## src/rtl/bplm_pkg.sv

```systemverilog
// ----------------------------------------------------------------------------
// bplm_pkg
// Shared widths, defaults and register codes of the brightness map unit.
// ----------------------------------------------------------------------------
`default_nettype none

package bplm_pkg;

    // Field widths
    localparam int BRI_W      = 16;
    localparam int LVL_W      = 16;
    localparam int POINT_W    = BRI_W + LVL_W;
    localparam int CFG_IDX_W  = 3;
    localparam int CFG_DATA_W = 32;

    // Divider: 32-bit dividend, 16-bit divisor, quotient known to fit 16 bits
    localparam int DIVIDEND_W = 2 * LVL_W;
    localparam int DIVISOR_W  = BRI_W;
    localparam int QUO_W      = LVL_W;

    // Breakpoint table depth
    localparam int NUM_POINTS_DEF = 5;
    localparam int NUM_POINT_REGS = 5;

    // Configuration register indexes
    typedef enum logic [CFG_IDX_W-1:0] {
        REG_POINT_OFF     = 3'd0,
        REG_POINT_MIN     = 3'd1,
        REG_POINT_DIM     = 3'd2,
        REG_POINT_DEFAULT = 3'd3,
        REG_POINT_MAX     = 3'd4,
        REG_OUTDOOR_TUNE  = 3'd5,
        REG_HBM_MODE      = 3'd6
    } cfg_reg_t;

endpackage

`default_nettype wire

```

## src/rtl/bplm_div.sv

```systemverilog
// ----------------------------------------------------------------------------
// bplm_div
// Restoring divider, one quotient bit per cycle. The caller guarantees the
// quotient fits QUO_W bits (upper dividend half below the divisor).
// ----------------------------------------------------------------------------
`default_nettype none

module bplm_div
    import bplm_pkg::*;
(
    input  wire logic                  clk,
    input  wire logic                  rst_n,
    input  wire logic                  start,
    input  wire logic [DIVIDEND_W-1:0] dividend,
    input  wire logic [DIVISOR_W-1:0]  divisor,
    output logic      [QUO_W-1:0]      quotient,
    output logic                       done
);

    localparam int CNT_W = $clog2(QUO_W + 1);

    logic               busy_reg;
    logic               done_reg;
    logic [CNT_W-1:0]   cnt_reg;
    logic [QUO_W-1:0]   rem_reg;
    logic [QUO_W-1:0]   quo_reg;

    logic [QUO_W:0]     shifted;
    logic [QUO_W+1:0]   trial;
    logic               fits;

    // One restoring step: shift in next dividend bit, try the subtract
    assign shifted = {rem_reg, quo_reg[QUO_W-1]};
    assign trial   = {1'b0, shifted} - {{(QUO_W+2-DIVISOR_W){1'b0}}, divisor};
    assign fits    = ~trial[QUO_W+1];

    always_ff @(posedge clk or negedge rst_n)
    begin
        if (!rst_n)
        begin
            busy_reg <= 1'b0;
            done_reg <= 1'b0;
            cnt_reg  <= '0;
            rem_reg  <= '0;
            quo_reg  <= '0;
        end
        else
        begin
            done_reg <= 1'b0;
            if (start)
            begin
                busy_reg <= 1'b1;
                cnt_reg  <= CNT_W'(QUO_W);
                rem_reg  <= dividend[DIVIDEND_W-1:QUO_W];
                quo_reg  <= dividend[QUO_W-1:0];
            end
            else if (busy_reg)
            begin
                rem_reg <= fits ? trial[QUO_W-1:0] : shifted[QUO_W-1:0];
                quo_reg <= {quo_reg[QUO_W-2:0], fits};
                cnt_reg <= cnt_reg - CNT_W'(1);
                if (cnt_reg == CNT_W'(1))
                begin
                    busy_reg <= 1'b0;
                    done_reg <= 1'b1;
                end
            end
        end
    end

    assign quotient = quo_reg;
    assign done     = done_reg;

endmodule

`default_nettype wire

```

## src/rtl/brightness_piecewise_linear_map_unit.sv

```systemverilog
// ----------------------------------------------------------------------------
// brightness_piecewise_linear_map_unit
// Maps a requested brightness onto a panel tune level through a table of
// breakpoints with linear interpolation between them.
// s_axis carries one request: tdata = brightness, tuser = display_on.
// m_axis carries one result per request: tdata = tune level,
// tuser[0] = status (1: above top breakpoint), tuser[1] = write_panel.
// Registers are written through cfg_we / cfg_index / cfg_wdata; the user must
// write them only while idle, as the block itself does not enforce it.
// A request walks the table one entry per cycle, then takes a multiply step
// and a restoring divide in bplm_div. Direct hits, the high-brightness shortcut
// and out-of-range requests finish without the multiply and divide. One request
// is in flight at a time; the input is ready again from the edge that loads the result.
// Reset clears all registers, the stored last tune level and both channels.
// Stall: a result holds on m_axis until taken. A new request can be accepted
// and processed meanwhile; it waits in its final step until the output frees.
// ----------------------------------------------------------------------------
`default_nettype none

module brightness_piecewise_linear_map_unit
    import bplm_pkg::*;
#(
    parameter int NUM_POINTS = NUM_POINTS_DEF
)
(
    input  wire logic                  clk,
    input  wire logic                  rst_n,
    // Request stream
    input  wire logic                  s_axis_tvalid,
    output logic                       s_axis_tready,
    input  wire logic [BRI_W-1:0]      s_axis_tdata,   // [15:0] brightness
    input  wire logic                  s_axis_tuser,   // [0] display_on
    // Result stream
    output logic                       m_axis_tvalid,
    input  wire logic                  m_axis_tready,
    output logic      [LVL_W-1:0]      m_axis_tdata,   // [15:0] panel level
    output logic      [1:0]            m_axis_tuser,   // [0] status, [1] write_panel
    // Configuration writes
    input  wire logic                  cfg_we,
    input  wire logic [CFG_IDX_W-1:0]  cfg_index,
    input  wire logic [CFG_DATA_W-1:0] cfg_wdata
);

    localparam int IDX_W     = $clog2(NUM_POINTS);
    localparam int TOP       = NUM_POINT_REGS - 1;
    localparam int REG_IDX_W = $clog2(NUM_POINT_REGS);

    typedef enum logic [2:0] {
        ST_IDLE,
        ST_CHECK,
        ST_SEARCH,
        ST_MUL,
        ST_DIV,
        ST_DONE
    } state_t;

    // Configuration registers
    logic [POINT_W-1:0] point_reg [NUM_POINT_REGS];
    logic [LVL_W-1:0]   outdoor_tune_reg;
    logic               hbm_mode_reg;

    // Sequencer and datapath registers
    state_t             state_reg;
    logic [BRI_W-1:0]   b_reg;
    logic [IDX_W-1:0]   idx_reg;
    logic [POINT_W-1:0] prev_reg;
    logic [LVL_W-1:0]   hi_lvl_reg;
    logic [BRI_W-1:0]   mul_a_reg;
    logic [LVL_W-1:0]   mag_reg;
    logic               neg_reg;
    logic [BRI_W-1:0]   den_reg;
    logic [DIVIDEND_W-1:0] prod_reg;
    logic               div_start_reg;
    logic [LVL_W-1:0]   res_tune_reg;
    logic               res_status_reg;
    logic               out_valid_reg;
    logic [LVL_W-1:0]   out_tune_reg;
    logic               out_status_reg;
    logic               out_wp_reg;
    logic [LVL_W-1:0]   last_tune_reg;

    logic [QUO_W-1:0]   div_quo;
    logic               div_done;

    // Table lookup: top entry is point_max, extras repeat point_default
    function automatic logic [POINT_W-1:0] entry_of(
        input logic [IDX_W-1:0] i,
        input logic [POINT_W-1:0] regs [NUM_POINT_REGS]
    );
        logic [POINT_W-1:0] e;
        if (int'(i) >= NUM_POINTS - 1)
            e = regs[TOP];
        else if (int'(i) > TOP - 1)
            e = regs[TOP-1];
        else
            e = regs[REG_IDX_W'(i)];
        return e;
    endfunction

    logic [POINT_W-1:0] entry;
    logic [BRI_W-1:0]   e_bri;
    logic [LVL_W-1:0]   e_lvl;
    logic [BRI_W-1:0]   p_bri;
    logic [LVL_W-1:0]   p_lvl;
    logic [BRI_W-1:0]   top_bri;
    logic               hit;
    logic               lvl_fall;
    logic               out_free;

    assign entry    = entry_of(idx_reg, point_reg);
    assign e_bri    = entry[BRI_W-1:0];
    assign e_lvl    = entry[POINT_W-1:BRI_W];
    assign p_bri    = prev_reg[BRI_W-1:0];
    assign p_lvl    = prev_reg[POINT_W-1:BRI_W];
    assign top_bri  = point_reg[TOP][BRI_W-1:0];
    assign hit      = (b_reg <= e_bri) || (idx_reg == IDX_W'(NUM_POINTS - 1));
    assign lvl_fall = e_lvl < p_lvl;
    assign out_free = !out_valid_reg || m_axis_tready;

    // Configuration write decode
    always_ff @(posedge clk or negedge rst_n)
    begin
        if (!rst_n)
        begin
            for (int k = 0; k < NUM_POINT_REGS; k++)
                point_reg[k] <= '0;
            outdoor_tune_reg <= '0;
            hbm_mode_reg     <= 1'b0;
        end
        else if (cfg_we)
        begin
            unique case (cfg_index)
                REG_POINT_OFF,
                REG_POINT_MIN,
                REG_POINT_DIM,
                REG_POINT_DEFAULT,
                REG_POINT_MAX:    point_reg[cfg_index] <= cfg_wdata[POINT_W-1:0];
                REG_OUTDOOR_TUNE: outdoor_tune_reg     <= cfg_wdata[LVL_W-1:0];
                REG_HBM_MODE:     hbm_mode_reg         <= cfg_wdata[0];
                default:          ;
            endcase
        end
    end

    // Sequencer with registered outputs
    always_ff @(posedge clk or negedge rst_n)
    begin
        if (!rst_n)
        begin
            state_reg      <= ST_IDLE;
            b_reg          <= '0;
            idx_reg        <= '0;
            prev_reg       <= '0;
            hi_lvl_reg     <= '0;
            mul_a_reg      <= '0;
            mag_reg        <= '0;
            neg_reg        <= 1'b0;
            den_reg        <= '0;
            prod_reg       <= '0;
            div_start_reg  <= 1'b0;
            res_tune_reg   <= '0;
            res_status_reg <= 1'b0;
            out_valid_reg  <= 1'b0;
            out_tune_reg   <= '0;
            out_status_reg <= 1'b0;
            out_wp_reg     <= 1'b0;
            last_tune_reg  <= '0;
        end
        else
        begin
            div_start_reg <= 1'b0;

            // Output valid: set on load, cleared on transfer
            if ((state_reg == ST_DONE) && out_free)
                out_valid_reg <= 1'b1;
            else if (m_axis_tready)
                out_valid_reg <= 1'b0;

            unique case (state_reg)
                ST_IDLE:
                begin
                    if (s_axis_tvalid)
                    begin
                        b_reg     <= s_axis_tuser ? s_axis_tdata : '0;
                        state_reg <= ST_CHECK;
                    end
                end

                // Range check and high-brightness shortcut
                ST_CHECK:
                begin
                    idx_reg  <= '0;
                    prev_reg <= '0;
                    if (b_reg > top_bri)
                    begin
                        res_tune_reg   <= '0;
                        res_status_reg <= 1'b1;
                        state_reg      <= ST_DONE;
                    end
                    else if (hbm_mode_reg && (b_reg == top_bri))
                    begin
                        res_tune_reg   <= outdoor_tune_reg;
                        res_status_reg <= 1'b0;
                        state_reg      <= ST_DONE;
                    end
                    else
                    begin
                        state_reg <= ST_SEARCH;
                    end
                end

                // One breakpoint compare per cycle
                ST_SEARCH:
                begin
                    if (!hit)
                    begin
                        prev_reg <= entry;
                        idx_reg  <= idx_reg + IDX_W'(1);
                    end
                    else if (idx_reg <= IDX_W'(1))
                    begin
                        res_tune_reg   <= e_lvl;
                        res_status_reg <= 1'b0;
                        state_reg      <= ST_DONE;
                    end
                    else
                    begin
                        hi_lvl_reg <= e_lvl;
                        mul_a_reg  <= e_bri - b_reg;
                        neg_reg    <= lvl_fall;
                        mag_reg    <= lvl_fall ? (p_lvl - e_lvl) : (e_lvl - p_lvl);
                        den_reg    <= e_bri - p_bri;
                        state_reg  <= ST_MUL;
                    end
                end

                ST_MUL:
                begin
                    prod_reg      <= DIVIDEND_W'(mul_a_reg * mag_reg);
                    div_start_reg <= 1'b1;
                    state_reg     <= ST_DIV;
                end

                // Offset truncates toward zero: apply the sign to the magnitude
                ST_DIV:
                begin
                    if (div_done)
                    begin
                        res_tune_reg   <= neg_reg ? (hi_lvl_reg + div_quo)
                                                  : (hi_lvl_reg - div_quo);
                        res_status_reg <= 1'b0;
                        state_reg      <= ST_DONE;
                    end
                end

                // Load the output register once it is free
                ST_DONE:
                begin
                    if (out_free)
                    begin
                        out_tune_reg   <= res_tune_reg;
                        out_status_reg <= res_status_reg;
                        out_wp_reg     <= !res_status_reg && (res_tune_reg != last_tune_reg);
                        if (!res_status_reg)
                            last_tune_reg <= res_tune_reg;
                        state_reg <= ST_IDLE;
                    end
                end

                default:
                begin
                    state_reg <= ST_IDLE;
                end
            endcase
        end
    end

    bplm_div u_div (
        .clk      (clk),
        .rst_n    (rst_n),
        .start    (div_start_reg),
        .dividend (prod_reg),
        .divisor  (den_reg),
        .quotient (div_quo),
        .done     (div_done)
    );

    assign s_axis_tready = (state_reg == ST_IDLE);
    assign m_axis_tvalid = out_valid_reg;
    assign m_axis_tdata  = out_tune_reg;
    assign m_axis_tuser  = {out_wp_reg, out_status_reg};

endmodule

`default_nettype wire

```

## config.mk

```make
export PLATFORM = sky130hd
export DESIGN_NAME = brightness_piecewise_linear_map_unit
export DESIGN_NICKNAME = d
export VERILOG_FILES = /design/src/rtl/bplm_pkg.sv /design/src/rtl/bplm_div.sv /design/src/rtl/brightness_piecewise_linear_map_unit.sv
export SDC_FILE = /design/constraint.sdc
export NUM_CORES = 2
export LEC_CHECK = 0
export BUFFER_PORTS_ARGS = -buffer_cell sky130_fd_sc_hd__buf_2
export CAP_MARGIN = 15
export CORE_ASPECT_RATIO = 1.2
export CORE_MARGIN = 5
export CORE_UTILIZATION = 50
export CTS_CLUSTER_DIAMETER = 200
export DETAILED_ROUTE_END_ITERATION = 6
export GPL_TIMING_DRIVEN = 0
export PLACE_DENSITY = 0.66
export SLEW_MARGIN = 10
export SYNTH_ARGS = -nofsm -noshare
export SYNTH_HDL_FRONTEND = slang
export SYNTH_SLANG_ARGS = --single-unit
```

## constraint.sdc

```tcl
create_clock -name clk -period 8.5 [get_ports clk]
set_input_delay 0.85 -clock clk [delete_from_list [all_inputs] [get_ports clk]]
set_output_delay 0.85 -clock clk [all_outputs]
set_load 0.1 [all_outputs]
```

; Word-level counts from Yosys, hierarchy flattened
; Cells that the tools add are included.
[totals]
regBits = 420
inputBits = 57
out_inout_bits = 20
elab_cells = 152
[op_classes]
add_sub_neg = 9
mul = 1
n_lt_le_gt_ge = 9
eq_ne = 22
muxes = 51
bitwise_logic = 5
reduce_logical = 25
[op_table]
columns = op, n
row1 = $mux W16, 13
row2 = $mux W32, 6
row3 = $bwmux W160, 1
row4 = $bmux W32 S3, 1
row5 = $demux W32 S3, 1
row6 = $sub A16 B16 Y16, 5
row7 = $pmux W32 S2, 1
row8 = $pmux W16 S3, 1
row9 = $mul A16 B16 Y32, 1
row10 = $mux W3, 8
row11 = $eq A3 B3 Y1 const B, 6
row12 = $pmux W3 S6, 1
row13 = $sub A17 B16 Y18, 1
row14 = $add A16 B16 Y16, 1
row15 = $eq A16 B16 Y1, 1
row16 = $gt A16 B16 Y1, 1
row17 = $le A16 B16 Y1, 1
row18 = $lt A16 B16 Y1, 1
row19 = $ne A16 B16 Y1, 1
row20 = $mux W1, 14
row21 = $eq A3 B2 Y1 const B, 4
row22 = $reduce_and A2 Y1, 6
row23 = $mux W5, 2
row24 = $ne A2 B2 Y1 const B, 5
row25 = 25 further kinds, 39

; Logic depth before layout (Yosys ltp)
[depth]
ltp_word = 10
depth_mapped = 23
ltp_nobuf = 22

; Modules after synthesis
; Synthesis repeated with hierarchy kept, for this count alone.
[unflattened]
hier_cells = 3235
hier_area_um2 = 31551.5
[modules_own_cells]
columns = module, n_inst, cells_per_inst, area_per_inst_um2, seq_area_each_um2
row1 = brightness_piecewise_linear_map_unit, 1, 2902, 28676.3, 9534.1
row2 = bplm_div, 1, 333, 2875.3, 975.9

; Worst setup path after synthesis
; OpenSTA, ideal clock, no wires.
[synth_timing]
path_type = register to register
start = register mag_reg[7]
end = register prod_reg[30]
setup_ns = 0.087
arrival_time_ns = 5.783
required_ns = 8.413
path_slack_ns = 2.631
path_stages_with_launch = 22
n_path_buf = 2
period_less_slack_ns = 5.869
cell_sequence = dfrtp_1 > clkbuf_1 > clkbuf_1 > nand2_1 > fa_1 > inv_1 > fa_1 > fa_1 > fa_1 > fa_1 > inv_1 > fa_1 > inv_1 > ha_1 > and3_1 > and3_1 > nor4b_2 > a211oi_2 > o21a_1 > o41ai_1 > nand4b_1 > o211ai_1
[synth_between]
elab_chain_cells = 1
[synth_lines]
columns = element, line_no
row1 = from (decl), brightness_piecewise_linear_map_unit.sv:69  ; logic [LVL_W-1:0] mag_reg;
row2 = from (signal assigned), brightness_piecewise_linear_map_unit.sv:231  ; mag_reg <= lvl_fall ? (p_lvl - e_lvl) : (e_lvl - p_lvl);
row3 = $mul A16 B16 Y32, brightness_piecewise_linear_map_unit.sv:239  ; prod_reg <= DIVIDEND_W'(mul_a_reg * mag_reg);
row4 = to (signal assigned), brightness_piecewise_linear_map_unit.sv:239
row5 = to (decl), brightness_piecewise_linear_map_unit.sv:72  ; logic [DIVIDEND_W-1:0] prod_reg;
; Every way passes these cells.
; A chain may end at the register's enable or synchronous reset.

; Worst setup path in the final report
[layout_timing]
start = register mag_reg[7]
end = register prod_reg[31]
; The elaborated chain is that of the path after synthesis.

==> impl_metrics.ini <==
[detailed_routing]
via_count = 24500
first_iter_violations = 1489
drc = 1
first_pass_iters = 7
vias_per_cell = 5.784
drtAntennaViolNets = 0
routed_wl_um = 94830
wire_per_inst_um = 22.39

[global_route]
grt_max_degree = 120
overflow = 0
grt_pass1_wl_um = 149200
grt_use_total_pct = 27.83
grt_pass1_vias = 25990
antenna_found_initial = 1

[sta]
clock.fmax_mhz = 133.2
slew_violations = 0
worstMarginPinSlew_ns = 1.105
finClkSkew_ns = 0.02061
finalHoldViolCount = 0
rsz0062_at_grt = no
max-slew-margin-rel_pct = 25.54
finalCriticalPeriod_ns = 7.506
period_share_pct = 88.30
setup_violations = 0
setup_slack_ns = 0.9943

[floorplan]
rows = 100
dieArea_mm2 = 0.06821
start_util_pct = 50.61
num_io_pins = 77
die_h_um = 285.1
coreArea_mm2 = 0.06231
die_x_um = 239.3

[cts]
cts-htree-levels = 2
clk_pin_slew_ns = 0.06
post_cts_resized = 0
cts_tree = yes
cts-root-buf = clkbuf_16
cts_buffers = 45
clock_latency_ns = 0.60
cts.sinks = 420
cts_hold_buf = 0
postCtsSetupBuffers = 0
clock_path_buffers = 3

[critical_path]
path_max_fanout = 10
crit_path_end_kind = flop
worst-setup-path-type = flop to flop
start_kind = flop
arrival_ns = 7.96
crit_required_ns = 8.96

[status]
violations = DRC
status = finished, violations left

[place]
dp_hpwl_um = 75120
place_congestion = 0.9504
pre_cts_ws_ns = 0.9782
io_buffers = 74

[worst_hold_path]
hold_class = input port to async pin

[final_layout]
largest_reg_flops = 160
drive_gt1_share_pct = 12.64
area_growth_pct = 9.875
num-fill-cells = 5573
multi_input_area_mm2 = 0.01905
ff_latch_area_mm2 = 0.01051
nets = 3857

[synthesis]
synth_edf_count = 0
synth_seq_cells = 420
synthesis.nets = 3732
synthDistinctLibCells = 89
netlist_instances = 3256
ys_seq_area_share_pct = 33.33
ys.flop_type = dfrtp_1
syn_area_per_cell_um2 = 9.685
synthArstFlopShare_pct = 100.0
synthesis.area_mm2 = 0.03154
yosys_warnings = 0

[power]
fin_total_pwr_uw = 11970
clkPwrFrac_pct = 18.0
intPower_uw = 6295
switching_power_uw = 5675
vdd_ir_drop_max_v = 0.0002163
pwr-share-comb_pct = 55.7
powerDensity_mw_per_mm2 = 345.5
power_frac_seq_pct = 26.3
power_leakage_uw = 0.01615
switching_share_pct = 47.41

[job]
maxCapViolCount = 0
[worst paths after layout]
path                              from  cells after the start  slack [ns]         endpoint
setup / recovery            mag_reg[7]                     20        0.99     prod_reg[31]
hold / removal                   rst_n                      1        0.27  m_axis_tdata[0]
setup reg to reg            mag_reg[7]                     20        0.99     prod_reg[31]
hold reg to reg            prev_reg[5]                      2        0.49      prev_reg[5]
max in group asynchronous        rst_n                      2        7.17         b_reg[6]
min in group clk           prev_reg[5]                      2        0.49      prev_reg[5]
[kinds of logic (layout without fill, tap and decap cells)]
family,after synthesis,count (layout),synth area share (%)
AOI/OAI and AO/OA,626,626,12.72
xor gates and xnor gates,110,110,3.055
adders and majority gates,419,419,21.39
buffers and inverters,506,668,6.249
DFF,420,420,33.33
muxes,285,285,9.990
other,0,1,0
and+or+nand+nor,890,890,13.28
[cell usage in the layout (no fill, tap or decap), types with 15 or more instances in the layout]
master,netlist,final
xor2_1,46,46
o21a_1,19,19
clkbuf_16,0,45
nand3_1,30,30
clkbuf_1,112,123
fa_1,200,200
and2_1,136,136
mux2i_1,65,65
and3_1,18,18
buf_2,27,101
mux2_2,215,215
nor2_1,98,98
o31ai_1,33,33
ha_1,219,219
nor3_1,45,45
dfrtp_1,420,420
o221ai_1,15,15
a21o_1,48,48
o21ai_1,95,95
a31oi_1,19,19
inv_1,353,353
xnor2_1,64,64
nor2b_1,17,17
o21ai_0,127,127
a21oi_1,127,127
nor3b_1,21,21
nand2_1,455,455
[synthesized netlist by cell type (7+ instances only)]
master | count | share of area (%)
o21ai_1 | 95 | 1.5
and3_1 | 18 | 0.36
a31oi_1 | 19 | 0.38
o211ai_1 | 14 | 0.33
a222oi_1 | 10 | 0.32
xor2_1 | 46 | 1.3
inv_1 | 353 | 4.2
a221o_1 | 13 | 0.41
o21bai_1 | 10 | 0.24
nand2_1 | 455 | 5.4
a21o_1 | 48 | 1.1
o31ai_1 | 33 | 0.79
and2_1 | 136 | 2.7
nor3b_1 | 21 | 0.50
clkbuf_1 | 112 | 1.3
mux2_2 | 215 | 7.7
a211oi_1 | 14 | 0.33
dfrtp_1 | 420 | 33
nor2_1 | 98 | 1.2
a221oi_1 | 9 | 0.25
o21ai_0 | 127 | 2.0
a21boi_0 | 7 | 0.17
fa_1 | 200 | 13
nand4_1 | 12 | 0.24
xnor2_1 | 64 | 1.8
o221ai_1 | 15 | 0.42
mux2i_1 | 65 | 2.1
nor3_1 | 45 | 0.71
a21oi_1 | 127 | 2.0
nand3_1 | 30 | 0.48
or3_1 | 11 | 0.22
buf_2 | 27 | 0.43
ha_1 | 219 | 8.7
o21a_1 | 19 | 0.45
nand2b_1 | 13 | 0.26
nor2b_1 | 17 | 0.34
[layout make-up]
type	count	area share (%)
well taps	816	2.947
clock inverters	20	0.9966
flip-flops and latches	420	30.33
plain buffers	151	1.842
multi-input cells	2330	54.99
diodes	1	0.007222
repair buffers	78	1.351
clock buffers	64	3.687
inverters	355	3.846
[power by group through the flow]
stage | sequential, µW | combinational, µW | clock [µW]
floorplan | 3230 | 4440 | 0
global placement | 3130 | 6420 | 0
detailed placement | 3170 | 6560 | 0
CTS | 3140 | 6610 | 2190
global route | 3210 | 7220 | 2270
finish | 3150 | 6670 | 2150
[critical path, cell delays in order (launching register included)]
cell and delay [ns]:
dfrtp_1 0.32, clkbuf_1 0.47, clkbuf_1 0.48, nand2_1 0.15, fa_1 0.55, inv_1 0.05, fa_1 0.48, fa_1 0.58
fa_1 0.43, fa_1 0.50, ha_1 0.31, ha_1 0.27, clkbuf_1 0.21, a21o_1 0.24, o21bai_1 0.17, a2111oi_0 0.74
nand3b_1 0.30, a41oi_1 0.37, o21ai_1 0.13, xnor2_1 0.48, o21ai_1 0.10
[per-layer routing]
| layer | share of wire (%) | global-route usage (%) | vias up | wire length [µm] |
|---|---|---|---|---|
| li1 | - | - | 11250 | - |
| met1 | 40 | 34.46 | 12340 | 37950 |
| met2 | 50 | 48.89 | 667 | 47780 |
| met3 | 4.1 | 3.074 | 239 | 3932 |
| met4 | 5.4 | 12.51 | 0 | 5162 |
| met5 | 0 | 0 | - | 0 |
[through the flow]
step           utilization, %  area, µm²  cells  setup TNS, ns  hold WS [ns]
6_report                55.61      34650   4235              0        0.2686
5_1_grt                 55.61      34650   4235              0        0.3142
3_5_place_dp            52.99      33020   4149              0        0.4748
2_1_floorplan               -      31540   3256              0        0.4460
4_1_cts                 55.60      34640   4233              0        0.2784
3_3_place_gp            52.84      32930   4146        -605.09        0.4693
Power figures use the tool's default switching activity.
